[src/hw/rtl/tts_pkg.sv]
// Shared types and constants of the timer table scheduler.
// No dependencies; imported by tts_cell, tts_ctrl and timer_table_scheduler.
`default_nettype none

package tts_pkg;

  localparam int NUM_TIMERS = 4;
  localparam int IDX_W      = (NUM_TIMERS > 1) ? $clog2(NUM_TIMERS) : 1;
  localparam int MAX_FIRES  = 60;
  localparam int FIRE_CNT_W = $clog2(MAX_FIRES + 1);

  localparam int S_TDATA_W  = 72;  // delay 32, elapsed 4, cancel id 32, pad
  localparam int M_TDATA_W  = 40;  // timer id 32, success 1, pad

  localparam logic [1:0] MODE_ONESHOT = 2'd0;
  localparam logic [1:0] MODE_REPEAT  = 2'd1;
  localparam logic [1:0] MODE_CANCEL  = 2'd2;
  localparam logic [1:0] MODE_ADVANCE = 2'd3;

  localparam logic [1:0] KIND_SCHEDULED = 2'd0;
  localparam logic [1:0] KIND_REFUSED   = 2'd1;
  localparam logic [1:0] KIND_CANCEL    = 2'd2;
  localparam logic [1:0] KIND_FIRED     = 2'd3;

  typedef enum logic [1:0] {
    OP_SCHED  = 2'd0,
    OP_CANCEL = 2'd1,
    OP_FIRE   = 2'd2
  } op_e;

  // token walking the cell chain, one cell per cycle
  typedef struct packed {
    logic             active;
    op_e              op;
    logic             rep;
    logic [31:0]      arg;      // delay / interval or cancel id
    logic             found;
    logic [31:0]      best_id;
    logic [IDX_W-1:0] idx;
  } token_t;

  // firing update broadcast to the chain
  typedef struct packed {
    logic             fire;
    logic [IDX_W-1:0] idx;
  } commit_t;

  typedef struct packed {
    logic [1:0]  kind;
    logic [31:0] id;
    logic        ok;
    logic        last;
  } result_t;

endpackage

`default_nettype wire

[src/hw/rtl/tts_cell.sv]
// One timer slot of the chain: holds the slot and handles the passing token.
// Depends on tts_pkg.
`default_nettype none

module tts_cell (
  input  wire                      clk_i,
  input  wire                      rst_ni,
  input  wire [tts_pkg::IDX_W-1:0] cell_idx_i,
  input  wire [63:0]               now_i,
  input  wire [31:0]               next_id_i,
  input  wire tts_pkg::token_t     tok_i,
  output tts_pkg::token_t          tok_o,
  input  wire tts_pkg::commit_t    commit_i
);
  import tts_pkg::*;

  logic        valid_q, valid_d;
  logic [31:0] id_q, id_d;
  logic [63:0] due_q, due_d;
  logic [31:0] ival_q, ival_d;
  logic        rep_q, rep_d;
  token_t      tok_q, tok_d;
  logic        due_ok;

  assign due_ok = valid_q && (due_q <= now_i);

  always_comb begin
    valid_d = valid_q;
    id_d    = id_q;
    due_d   = due_q;
    ival_d  = ival_q;
    rep_d   = rep_q;
    tok_d   = tok_i;
    if (tok_i.active) begin
      case (tok_i.op)
        OP_SCHED: begin
          if (!tok_i.found && !valid_q) begin
            tok_d.found = 1'b1;
            tok_d.idx   = cell_idx_i;
            valid_d     = 1'b1;
            id_d        = next_id_i;
            due_d       = now_i + {32'd0, tok_i.arg};
            ival_d      = tok_i.rep ? tok_i.arg : 32'd0;
            rep_d       = tok_i.rep;
          end
        end
        OP_CANCEL: begin
          if (!tok_i.found && valid_q && (tok_i.arg != 32'd0) && (id_q == tok_i.arg)) begin
            tok_d.found = 1'b1;
            tok_d.idx   = cell_idx_i;
            valid_d     = 1'b0;
          end
        end
        OP_FIRE: begin
          if (due_ok && (!tok_i.found || (id_q < tok_i.best_id))) begin
            tok_d.found   = 1'b1;
            tok_d.best_id = id_q;
            tok_d.idx     = cell_idx_i;
          end
        end
        default: ;
      endcase
    end
    if (commit_i.fire && (commit_i.idx == cell_idx_i)) begin
      if (rep_q) begin
        due_d = due_q + {32'd0, ival_q};
      end else begin
        valid_d = 1'b0;
      end
    end
  end

  always_ff @(posedge clk_i or negedge rst_ni) begin
    if (!rst_ni) begin
      valid_q <= 1'b0;
      tok_q   <= '0;
    end else begin
      valid_q <= valid_d;
      tok_q   <= tok_d;
    end
  end

  always_ff @(posedge clk_i) begin
    id_q   <= id_d;
    due_q  <= due_d;
    ival_q <= ival_d;
    rep_q  <= rep_d;
  end

  assign tok_o = tok_q;

endmodule

`default_nettype wire

[src/hw/rtl/tts_ctrl.sv]
// Sequencer of the timer table scheduler: decodes transactions, launches
// tokens into the cell chain, applies firings and drives the result register.
// Depends on tts_pkg.
`default_nettype none

module tts_ctrl (
  input  wire                          clk_i,
  input  wire                          rst_ni,
  input  wire                          s_axis_tvalid_i,
  output logic                         s_axis_tready_o,
  input  wire [1:0]                    s_axis_tuser_i,
  input  wire [tts_pkg::S_TDATA_W-1:0] s_axis_tdata_i,
  output logic                         m_axis_tvalid_o,
  input  wire                          m_axis_tready_i,
  output logic [1:0]                   m_axis_tuser_o,
  output logic                         m_axis_tlast_o,
  output logic [tts_pkg::M_TDATA_W-1:0] m_axis_tdata_o,
  output tts_pkg::token_t              tok_o,
  input  wire tts_pkg::token_t         tok_exit_i,
  output tts_pkg::commit_t             commit_o,
  output logic [63:0]                  now_o,
  output logic [31:0]                  next_id_o
);
  import tts_pkg::*;

  typedef enum logic [2:0] {
    ST_IDLE  = 3'b001,
    ST_SWEEP = 3'b010,
    ST_EMIT  = 3'b100
  } state_e;

  state_e                state_q, state_d;
  token_t                tok_q, tok_d;
  logic [63:0]           now_q, now_d;
  logic [31:0]           next_id_q, next_id_d;
  logic                  pend_q, pend_d;
  logic [31:0]           pend_id_q, pend_id_d;
  logic [FIRE_CNT_W-1:0] cnt_q, cnt_d;
  logic                  resweep_q, resweep_d;
  result_t               res_q, res_d;
  result_t               out_q, out_d;
  logic                  out_valid_q, out_valid_d;
  logic                  accept;
  logic [31:0]           in_delay;
  logic [3:0]            in_elapsed;
  logic [31:0]           in_cid;

  assign in_delay   = s_axis_tdata_i[31:0];
  assign in_elapsed = s_axis_tdata_i[35:32];
  assign in_cid     = s_axis_tdata_i[67:36];

  assign s_axis_tready_o = (state_q == ST_IDLE);
  assign accept          = s_axis_tvalid_i && s_axis_tready_o;

  always_comb begin
    state_d     = state_q;
    tok_d       = tok_q;
    tok_d.active = 1'b0;
    now_d       = now_q;
    next_id_d   = next_id_q;
    pend_d      = pend_q;
    pend_id_d   = pend_id_q;
    cnt_d       = cnt_q;
    resweep_d   = resweep_q;
    res_d       = res_q;
    out_d       = out_q;
    out_valid_d = out_valid_q && !m_axis_tready_i;
    commit_o    = '0;

    case (state_q)
      ST_IDLE: begin
        if (accept) begin
          tok_d.found   = 1'b0;
          tok_d.best_id = '0;
          tok_d.idx     = '0;
          tok_d.rep     = (s_axis_tuser_i == MODE_REPEAT);
          tok_d.arg     = in_delay;
          case (s_axis_tuser_i)
            MODE_ONESHOT, MODE_REPEAT: begin
              if ((s_axis_tuser_i == MODE_REPEAT) && (in_delay == 32'd0)) begin
                res_d     = '{kind: KIND_REFUSED, id: 32'd0, ok: 1'b0, last: 1'b1};
                resweep_d = 1'b0;
                state_d   = ST_EMIT;
              end else begin
                tok_d.active = 1'b1;
                tok_d.op     = OP_SCHED;
                state_d      = ST_SWEEP;
              end
            end
            MODE_CANCEL: begin
              tok_d.active = 1'b1;
              tok_d.op     = OP_CANCEL;
              tok_d.arg    = in_cid;
              state_d      = ST_SWEEP;
            end
            default: begin
              now_d        = now_q + {60'd0, in_elapsed};
              cnt_d        = '0;
              pend_d       = 1'b0;
              tok_d.active = 1'b1;
              tok_d.op     = OP_FIRE;
              state_d      = ST_SWEEP;
            end
          endcase
        end
      end

      ST_SWEEP: begin
        if (tok_exit_i.active) begin
          resweep_d = 1'b0;
          case (tok_exit_i.op)
            OP_SCHED: begin
              state_d = ST_EMIT;
              if (tok_exit_i.found) begin
                res_d     = '{kind: KIND_SCHEDULED, id: next_id_q, ok: 1'b1, last: 1'b1};
                next_id_d = (next_id_q == '1) ? 32'd1 : next_id_q + 32'd1;
              end else begin
                res_d = '{kind: KIND_REFUSED, id: 32'd0, ok: 1'b0, last: 1'b1};
              end
            end
            OP_CANCEL: begin
              state_d = ST_EMIT;
              res_d   = '{kind: KIND_CANCEL, id: tok_exit_i.arg, ok: tok_exit_i.found,
                          last: 1'b1};
            end
            default: begin
              tok_d.found   = 1'b0;
              tok_d.best_id = '0;
              tok_d.idx     = '0;
              tok_d.op      = OP_FIRE;
              if (tok_exit_i.found) begin
                commit_o.fire = 1'b1;
                commit_o.idx  = tok_exit_i.idx;
                cnt_d         = cnt_q + 1'b1;
                if (cnt_q == FIRE_CNT_W'(MAX_FIRES - 1)) begin
                  // limit reached: flush the held firing, then this one
                  if (pend_q) begin
                    res_d     = '{kind: KIND_FIRED, id: pend_id_q, ok: 1'b1, last: 1'b0};
                    pend_id_d = tok_exit_i.best_id;
                  end else begin
                    res_d = '{kind: KIND_FIRED, id: tok_exit_i.best_id, ok: 1'b1,
                              last: 1'b1};
                  end
                  state_d = ST_EMIT;
                end else if (pend_q) begin
                  res_d     = '{kind: KIND_FIRED, id: pend_id_q, ok: 1'b1, last: 1'b0};
                  pend_id_d = tok_exit_i.best_id;
                  resweep_d = 1'b1;
                  state_d   = ST_EMIT;
                end else begin
                  pend_d       = 1'b1;
                  pend_id_d    = tok_exit_i.best_id;
                  tok_d.active = 1'b1;
                end
              end else if (pend_q) begin
                res_d   = '{kind: KIND_FIRED, id: pend_id_q, ok: 1'b1, last: 1'b1};
                pend_d  = 1'b0;
                state_d = ST_EMIT;
              end else begin
                state_d = ST_IDLE;
              end
            end
          endcase
        end
      end

      ST_EMIT: begin
        if (!out_valid_q || m_axis_tready_i) begin
          out_d       = res_q;
          out_valid_d = 1'b1;
          if (resweep_q) begin
            tok_d.active = 1'b1;
            state_d      = ST_SWEEP;
          end else if (pend_q) begin
            res_d  = '{kind: KIND_FIRED, id: pend_id_q, ok: 1'b1, last: 1'b1};
            pend_d = 1'b0;
          end else begin
            state_d = ST_IDLE;
          end
        end
      end

      default: state_d = ST_IDLE;
    endcase
  end

  always_ff @(posedge clk_i or negedge rst_ni) begin
    if (!rst_ni) begin
      state_q     <= ST_IDLE;
      tok_q       <= '0;
      now_q       <= 64'd0;
      next_id_q   <= 32'd1;
      pend_q      <= 1'b0;
      cnt_q       <= '0;
      resweep_q   <= 1'b0;
      out_valid_q <= 1'b0;
    end else begin
      state_q     <= state_d;
      tok_q       <= tok_d;
      now_q       <= now_d;
      next_id_q   <= next_id_d;
      pend_q      <= pend_d;
      cnt_q       <= cnt_d;
      resweep_q   <= resweep_d;
      out_valid_q <= out_valid_d;
    end
  end

  always_ff @(posedge clk_i) begin
    pend_id_q <= pend_id_d;
    res_q     <= res_d;
    out_q     <= out_d;
  end

  assign tok_o           = tok_q;
  assign now_o           = now_q;
  assign next_id_o       = next_id_q;
  assign m_axis_tvalid_o = out_valid_q;
  assign m_axis_tuser_o  = out_q.kind;
  assign m_axis_tlast_o  = out_q.last;
  assign m_axis_tdata_o  = {7'd0, out_q.ok, out_q.id};

`ifndef NO_ASSERTIONS
  a_exit_in_sweep: assert property (@(posedge clk_i) disable iff (!rst_ni)
    tok_exit_i.active |-> state_q == ST_SWEEP)
    else $error("token left the chain outside a sweep");
  a_fire_cap: assert property (@(posedge clk_i) disable iff (!rst_ni)
    cnt_q <= FIRE_CNT_W'(MAX_FIRES))
    else $error("firing count beyond limit");
  a_id_nonzero: assert property (@(posedge clk_i) disable iff (!rst_ni)
    next_id_q != 32'd0)
    else $error("next id is zero");
  a_busy_after_accept: assert property (@(posedge clk_i) disable iff (!rst_ni)
    accept |=> !s_axis_tready_o)
    else $error("ready held after a transaction");
`endif

endmodule

`default_nettype wire

[src/hw/rtl/timer_table_scheduler.sv]
// Top level of the timer table scheduler: sequencer plus a chain of slot cells.
// Depends on tts_pkg, tts_cell and tts_ctrl.
//
// Holds NUM_TIMERS timers, one per cell of a chain. Each transaction on the
// slave side (tuser = mode) launches a token that walks the chain one cell per
// cycle, but a repeat with zero interval is refused without a pass; the
// sequencer acts on the token when it leaves the last cell. A schedule or
// cancel makes one pass and yields one result; the next transaction is
// accepted once that result is in the output register. An advance makes one
// pass per firing, plus a final pass that finds nothing due if it stays below
// the limit, and yields up to 60 firings, the last marked by tlast. Results leave
// through a single output register; a result waiting there for m_axis_tready_i
// holds the sequencer when the next result is ready, adding the stall length.
`default_nettype none

module timer_table_scheduler (
  input  wire                           clk_i,
  input  wire                           rst_ni,
  input  wire                           s_axis_tvalid_i,
  output logic                          s_axis_tready_o,
  input  wire [1:0]                     s_axis_tuser_i,  // mode
  input  wire [tts_pkg::S_TDATA_W-1:0]  s_axis_tdata_i,  // delay, elapsed, cancel id
  output logic                          m_axis_tvalid_o,
  input  wire                           m_axis_tready_i,
  output logic [1:0]                    m_axis_tuser_o,  // event_kind
  output logic                          m_axis_tlast_o,  // last
  output logic [tts_pkg::M_TDATA_W-1:0] m_axis_tdata_o   // timer_id, success
);
  import tts_pkg::*;

  token_t      tok_chain [NUM_TIMERS+1];
  commit_t     commit;
  logic [63:0] now;
  logic [31:0] next_id;

  tts_ctrl u_ctrl (
    .clk_i           (clk_i),
    .rst_ni          (rst_ni),
    .s_axis_tvalid_i (s_axis_tvalid_i),
    .s_axis_tready_o (s_axis_tready_o),
    .s_axis_tuser_i  (s_axis_tuser_i),
    .s_axis_tdata_i  (s_axis_tdata_i),
    .m_axis_tvalid_o (m_axis_tvalid_o),
    .m_axis_tready_i (m_axis_tready_i),
    .m_axis_tuser_o  (m_axis_tuser_o),
    .m_axis_tlast_o  (m_axis_tlast_o),
    .m_axis_tdata_o  (m_axis_tdata_o),
    .tok_o           (tok_chain[0]),
    .tok_exit_i      (tok_chain[NUM_TIMERS]),
    .commit_o        (commit),
    .now_o           (now),
    .next_id_o       (next_id)
  );

  for (genvar i = 0; i < NUM_TIMERS; i++) begin : g_cell
    tts_cell u_cell (
      .clk_i      (clk_i),
      .rst_ni     (rst_ni),
      .cell_idx_i (IDX_W'(i)),
      .now_i      (now),
      .next_id_i  (next_id),
      .tok_i      (tok_chain[i]),
      .tok_o      (tok_chain[i+1]),
      .commit_i   (commit)
    );
  end

endmodule

`default_nettype wire
[config.mk]
export PLATFORM = sky130hd
export DESIGN_NAME = timer_table_scheduler
export DESIGN_NICKNAME = d
export VERILOG_FILES = /design/src/hw/rtl/tts_pkg.sv /design/src/hw/rtl/tts_cell.sv /design/src/hw/rtl/tts_ctrl.sv /design/src/hw/rtl/timer_table_scheduler.sv
export SDC_FILE = /design/constraint.sdc
export NUM_CORES = 2
export LEC_CHECK = 0
export BUFFER_PORTS_ARGS = -buffer_cell sky130_fd_sc_hd__buf_2
export CAP_MARGIN = 20
export CELL_PAD_IN_SITES_DETAIL_PLACEMENT = 1
export CELL_PAD_IN_SITES_GLOBAL_PLACEMENT = 2
export CORE_MARGIN = 3
export CORE_UTILIZATION = 30
export DETAILED_ROUTE_END_ITERATION = 6
export PLACE_DENSITY = 0.64
export SYNTH_ARGS = -nofsm -noshare
export SYNTH_HDL_FRONTEND = slang
export SYNTH_SLANG_ARGS = --single-unit
[constraint.sdc]
create_clock -name clk_i -period 4.05 [get_ports clk_i]
set_input_delay 0.81 -clock clk_i [delete_from_list [all_inputs] [get_ports clk_i]]
set_output_delay 0.81 -clock clk_i [all_outputs]
set_load 0.05 [all_outputs]
# [After elaboration in Yosys (flattened, before gate mapping)]
# Cells that the tools add are included.
# Widths: inputs -> output; s select.
[word_totals] regBits=1086 in_bits=78 out_inout_bits=45 word_cells=364
[classes] add_sub_neg=11 order_cmp=8 eq_ne=38 mux=156 bitwise_logic=2 n_reduce_logical=79
[op_table] op="$mux 64" count=20
[op_table] op="$add 64x32->64" count=8
[op_table] op="$mux 35" count=11
[op_table] op="$mux 36" count=10
[op_table] op="$le 64x64->1" count=4
[op_table] op="$mux 32" count=8
[op_table] op="$eq 32x32->1" count=4
[op_table] op="$lt 32x32->1" count=4
[op_table] op="$reduce_bool 32->1" count=4
[op_table] op="$pmux 36 s3" count=1
[op_table] op="$pmux 36 s2" count=1
[op_table] op="$mux 71" count=1
[op_table] op="$pmux 35 s2" count=1
[op_table] op="$add 64x4->64" count=1
[op_table] op="$mux 3" count=19
[op_table] op="$mux 1" count=51
[op_table] op="$mux 34" count=1
[op_table] op="$add 32x1->32 const B" count=1
[op_table] op="$eq 32x32->1 const B" count=1
[op_table] op="$logic_not 32->1" count=1
[op_table] op="$logic_and 1x1->1" count=31
[op_table] op="$mux 6" count=5
[op_table] op="$pmux 2 s3" count=4
[op_table] op="$reduce_and 5->1" count=4
[op_table] op="32 further kinds" count=98

# [Longest topological paths before layout]
[logic_depth] ltp_word=9 mapped_depth=14 ltp_nobuf=12

# [Modules after synthesis]
# A second synthesis with hierarchy kept.
[unflattened] cells_unflattened=7534 hier_area_um2=70387.5
[modules_own_cells] module="tts_cell (g_cell[1].u_cell ...)" instances=3 cells_each=1612 area_each_um2=14525.2 seq_area_each_um2=5034.8
[modules_own_cells] module="tts_cell (g_cell[0].u_cell)" instances=1 cells_each=1588 area_each_um2=14458.9 seq_area_each_um2=5034.8
[modules_own_cells] module="tts_ctrl" instances=1 cells_each=1108 area_each_um2=12345.6 seq_area_each_um2=6729.0
[modules_own_cells] module="timer_table_scheduler" instances=1 cells_each=2 area_each_um2=7.5 seq_area_each_um2=0.0

# [Worst setup path before layout]
# Ideal clock, no wire load.
[synth_timing] kind="input to register" start="in s_axis_tdata_i[9] (netlist name)" end="reg u_ctrl.res_q[0] (netlist name), enable pin" arrival_ns=4.520 required_time_ns=3.576 slack_ns=-0.944 cell_stages=4 path_buffers=0 cell_sequence="or4_1 -> nor4_1 -> nor2_1 -> nor3_1"
[synth_via] elab_chain_cells=4
[synth_lines] element="from (decl)" line_no="timer_table_scheduler.sv:22" rtl="input wire [tts_pkg::S_TDATA_W-1:0] s_axis_tdata_i,"
[synth_lines] element="$logic_not 32->1" line_no="tts_ctrl.sv:80" rtl="if ((s_axis_tuser_i == MODE_REPEAT) && (in_delay == 32'd0)) begin"
[synth_lines] element="$logic_and 1x1->1" line_no="tts_ctrl.sv:80"
[synth_lines] element="$ne 2x2->1 (no source line)"
[synth_lines] element="$reduce_and 8->1 (no source line)"
[synth_lines] element="to (signal assigned)" line_no="tts_ctrl.sv:211" rtl="res_q <= res_d;"
[synth_lines] element="to (decl)" line_no="tts_ctrl.sv:40" rtl="result_t res_q, res_d;"
# No other way between the ends.
# A chain may end at the register's enable or synchronous reset.

==> impl_metrics.sql <==
INSERT INTO impl_metrics (metric_group, metric, value, unit) VALUES
('placement', 'placement.cell_area', '74000', 'um^2'),
('floorplan', 'top_level_ports', '123', ''),
('yosys', 'synthDominantAreaCellType', 'sky130_fd_sc_hd__edfxtp_1', ''),
('power_and_ir_drop', 'leakage_power_figure', '32.7', 'nW'),
('clock_network', 'clk_root_buffer_cell', 'sky130_fd_sc_hd__clkbuf_16', ''),
('setup_path', 'worstSetupEndpointType', 'register', ''),
('detailed_routing', 'drt_iter0_drc', '3690', ''),
('floorplan', 'dieHeight', '478', 'um'),
('setup_path', 'rrSetupSlack', '0.13', 'ns'),
('detailed_routing', 'drcViolationCount', '0', ''),
('floorplan', 'row_count', '172', ''),
('timing', 'max_freq', '0.255', 'GHz'),
('clock_network', 'tritoncts', 'yes', ''),
('placement', 'detailed_placement_hpwl', '240', 'mm'),
('final_layout', 'finalNetCount', '8147', ''),
('yosys', 'synthArstFlopShare', '0.410', ''),
('detailed_routing', 'drtPass1Iterations', '5', ''),
('global_routing', 'grt_overflow_total', '0', ''),
('placement', 'number_of_placed_instances_with_taps_included', '10300', ''),
('detailed_routing', 'drt-vias-per-instance', '5.55', ''),
('timing', 'relative_slew_slack', '0.249', ''),
('final_layout', 'proportion_of_layout_cells_with_a_drive_suffix_above_1', '0.140', ''),
('clock_network', 'worst_skew_pair.late_latency', '0.83', 'ns'),
('status', 'status', 'finished clean', ''),
('clock_network', 'tritoncts.num_buffers', '131', ''),
('final_layout', 'finish.instance_area', '78900', 'um^2'),
('global_routing', 'gr-usage-met2', '0.446', ''),
('clock_network', 'clk_pin_slew_worst_paths', '0.06', 'ns'),
('setup_path', 'crit_fanout', '21', ''),
('placement', 'port_buffers', '111', ''),
('final_layout', 'multi_input_comb_area', '38100', 'um^2'),
('floorplan', 'die_area', '229000', 'um^2'),
('timing', 'final_period_minus_worst_setup_slack', '3.92', 'ns'),
('final_layout', 'num-fill-cells', '25200', ''),
('detailed_routing', 'routed_wire_length_per_instance', '28.9', 'um'),
('yosys', 'yosys-top-cells-area', 'sky130_fd_sc_hd__edfxtp_1, sky130_fd_sc_hd__dfrtp_1, sky130_fd_sc_hd__ha_1', ''),
('clock_network', 'buffer_levels_on_the_longest_clock_path', '3', ''),
('yosys', 'synth-seq-cells', '1050', ''),
('yosys', 'mappedNetlistArea', '66900', 'um^2'),
('clock_network', 'htreeDepth', '4', ''),
('power_and_ir_drop', 'peakVddDrop', '0.455', 'mV'),
('final_layout', 'area_taken_by_flip_flops_and_latches', '26800', 'um^2'),
('global_routing', 'globalRoute.busiestLayer', 'met2', ''),
('timing', 'max_slew.worst_pin.slew', '1.13', 'ns'),
('global_routing', 'grt_util_met1', '0.310', ''),
('timing', 'finalCritPeriodShare', '0.968', ''),
('global_routing', 'first_global_vias', '61200', ''),
('yosys', 'ys_warn_count', '0', ''),
('detailed_routing', 'drtAntennaViolNets', '0', ''),
('global_routing', 'grt.total_usage', '0.260', ''),
('final_layout', 'syn2layout_area_growth', '17.8', '%'),
('yosys', 'edff_count_synth', '364', ''),
('min_path', 'worst_hold_path_class', 'in -> async', ''),
('global_routing', 'first_pass_grt_wire_length', '436', 'mm'),
('setup_path', 'timing.setup.critical_path_class', 'reg -> reg', ''),
('detailed_routing', 'wirelength', '304', 'mm'),
('timing', 'hold_violations', '0', ''),
('timing', 'worst_clock_skew', '0.0633', 'ns'),
('yosys', 'synth_area_per_cell', '9.55', 'um^2'),
('placement', 'finalWeightedCongestion', '0.908', ''),
('yosys', 'yosys_top_cell_area_share', '0.163', ''),
('floorplan', 'die_width', '478', 'um'),
('detailed_routing', 'routed-via-count', '58400', ''),
('floorplan', 'core_area', '221000', 'um^2'),
('global_routing', 'maximum_number_of_pins_on_one_net_before_global_route_repair', '95', ''),
('setup_path', 'worst-endpoint-arrival', '4.66', 'ns'),
('final_layout', 'post_layout_nonfiller_instances', '10500', ''),
('clock_network', 'cts_sink_cnt', '1050', ''),
('yosys', 'synth_cell_type_count', '102', ''),
('timing', 'finalSetupViolCount', '0', ''),
('global_routing', 'grt_antenna_before_repair', '13', ''),
('power_and_ir_drop', 'power_per_cell_area', '718', 'nW/um^2'),
('yosys', 'post_synth_inst_count', '7007', ''),
('yosys', 'register_area_share_after_synthesis', '0.401', ''),
('run', 'drv_cap', '0', ''),
('setup_path', 'critical_path.startpoint_type', 'register', ''),
('timing', 'final_max_slew_viol_count', '0', ''),
('global_routing', 'groute.layer.met3.usage', '0.0406', ''),
('setup_path', 'required_time_worst_endpoint', '4.79', 'ns'),
('yosys', 'synthFlopType', 'sky130_fd_sc_hd__dfrtp_1', ''),
('floorplan', 'initial_core_util', '0.303', '');
## worst paths after layout
check,startpoint,end,depth (start not counted)
worst max-delay path,u_ctrl.now_o[16],g_cell[0].u_cell.tok_o[5],13
worst min-delay path,rst_ni,u_ctrl.now_o[54],1
worst max register to register,u_ctrl.now_o[16],g_cell[0].u_cell.tok_o[5],13
worst min register to register,u_ctrl.res_q[31],u_ctrl.m_axis_tdata_o[29],0
max in group asynchronous,rst_ni,g_cell[0].u_cell.tok_o[61],2
min in group clk_i,s_axis_tdata_i[51],u_ctrl.tok_o[50],3
## final cells by class
type	instances	share of cell area
multi-input cells	5421	0.484
repair buffers	576	0.0562
flip-flops and latches	1050	0.340
clock inverters	66	0.0131
diodes	5	0.000159
well taps	2958	0.0469
clock buffers	177	0.0469
inverters	269	0.0129
## sequential cells by signal (all words and copies together), names as in the netlist
name                    cells
g_cell.u_cell.id_q        128
u_ctrl.pend_q               1
u_ctrl.cnt_q                6
u_ctrl.next_id_o           32
g_cell.u_cell.rep_q         4
g_cell.u_cell.due_q       256
g_cell.u_cell.ival_q      128
u_ctrl.res_q               36
u_ctrl.now_o               64
u_ctrl.m_axis_tlast_o       1
u_ctrl.m_axis_tdata_o      33
u_ctrl.resweep_q            1
g_cell.u_cell.valid_q       4
u_ctrl.pend_id_q           32
u_ctrl.state_q              3
u_ctrl.tok_o               36
u_ctrl.m_axis_tuser_o       2
g_cell.u_cell.tok_o       282
u_ctrl.m_axis_tvalid_o      1
## metal layers
| metal | share of wire | wire [um] |
|---|---|---|
| met5 | 0.000089 | 27 |
| met4 | 0.063 | 19000 |
| met3 | 0.044 | 13400 |
| met2 | 0.48 | 147000 |
| met1 | 0.41 | 124000 |
## worst max-delay path, cell delays in order (launching register included)
cell and delay, ns:
sky130_fd_sc_hd__dfrtp_1 0.51, sky130_fd_sc_hd__inv_1 0.30, sky130_fd_sc_hd__ha_1 0.28, sky130_fd_sc_hd__a21o_1 0.15, sky130_fd_sc_hd__a21o_1 0.17, sky130_fd_sc_hd__a21oi_1 0.20
sky130_fd_sc_hd__o21ai_0 0.19, sky130_fd_sc_hd__a221o_1 0.41, sky130_fd_sc_hd__a2111o_1 0.52, sky130_fd_sc_hd__a221oi_1 0.38, sky130_fd_sc_hd__buf_4 0.20, sky130_fd_sc_hd__a21oi_2 0.17
sky130_fd_sc_hd__buf_12 0.24, sky130_fd_sc_hd__nor2_1 0.11
## per-stage QoR
stage	power (mW)	setup slack, ns	hold WS (ns)	TNS [ns]	utilization
detailed placement	43.4	-0.100	0.437	-3.04	0.335
global placement	43.0	-0.129	0.442	-5.06	0.335
floorplan	32.3	0.0532	0.375	0	-
CTS	56.7	0.0356	0.0263	0	0.357
global route	60.0	-0.0145	0.0358	-0.129	0.357
finish	56.6	0.129	0.0300	0	0.357
## cell families (layout without fill, tap and decap cells)
logic type	after synthesis	in the layout	share of synthesized area
DFF	1050	1050	0.401
and+or+nand+nor	2166	2166	0.163
adders and majority gates	620	620	0.117
buffers and inverters	543	1088	0.0322
other	1	13	0.0000560
xor gates and xnor gates	540	540	0.0707
muxes	194	194	0.0317
AOI/OAI and AO/OA	1893	1893	0.185
## cells in the final DEF (no fill, tap or decap), types with 127 or more instances in the layout
master / n
sky130_fd_sc_hd__xor2_1: 221
sky130_fd_sc_hd__nand4_1: 162
sky130_fd_sc_hd__nand2_1: 486
sky130_fd_sc_hd__a21oi_1: 562
sky130_fd_sc_hd__inv_1: 256
sky130_fd_sc_hd__ha_1: 611
sky130_fd_sc_hd__dfrtp_1: 427
sky130_fd_sc_hd__nor3_1: 127
sky130_fd_sc_hd__and2_1: 160
sky130_fd_sc_hd__a211oi_1: 173
sky130_fd_sc_hd__nand3_1: 172
sky130_fd_sc_hd__xnor2_1: 319
sky130_fd_sc_hd__mux2_2: 144
sky130_fd_sc_hd__clkbuf_16: 134
sky130_fd_sc_hd__nor2_1: 519
sky130_fd_sc_hd__a21o_1: 224
sky130_fd_sc_hd__buf_4: 435
sky130_fd_sc_hd__dfxtp_1: 256
sky130_fd_sc_hd__o21ai_0: 292
sky130_fd_sc_hd__edfxtp_1: 364
## synthesized netlist by cell type (all sizes together) (14+ instances only)
cell type,count
ha,611
dfxtp,256
inv,263
a31o,18
mux2i,50
and2,162
a31oi,71
a311oi,15
a21o,224
or2,20
o31ai,66
edfxtp,364
nand3,177
nand2b,64
and3,104
a221o,19
o22ai,57
mux2,144
o221ai,14
a22oi,15
a211o,17
nor2,529
dfrtp,428
and4,29
buf,71
or4,18
o21bai,41
nand4,162
o21ai,302
a211oi,176
a21oi,567
xnor2,319
or3,44
o21a,49
nor3,134
a2111oi,21
o41ai,14
xor2,221
a221oi,39
nor4,116
nand3b,17
nand2,488
clkbuf,203
o211ai,62
nor2b,78
## power breakdown
part           leakage, nW  switching, mW  internal [mW]
Clock                 2.30           5.40           7.56
Combinational         19.7           15.7           10.1
Sequential            10.7           3.86           14.0
## repair_timing
item                                    4_1_cts  5_1_grt
buffers inserted                              1        2
gates resized for setup                       3        8
pin swaps                                     1        1
hold buffers                                  0        0
endpoints found under the setup margin       69       92
No activity file was read; power rests on OpenSTA's default activity.
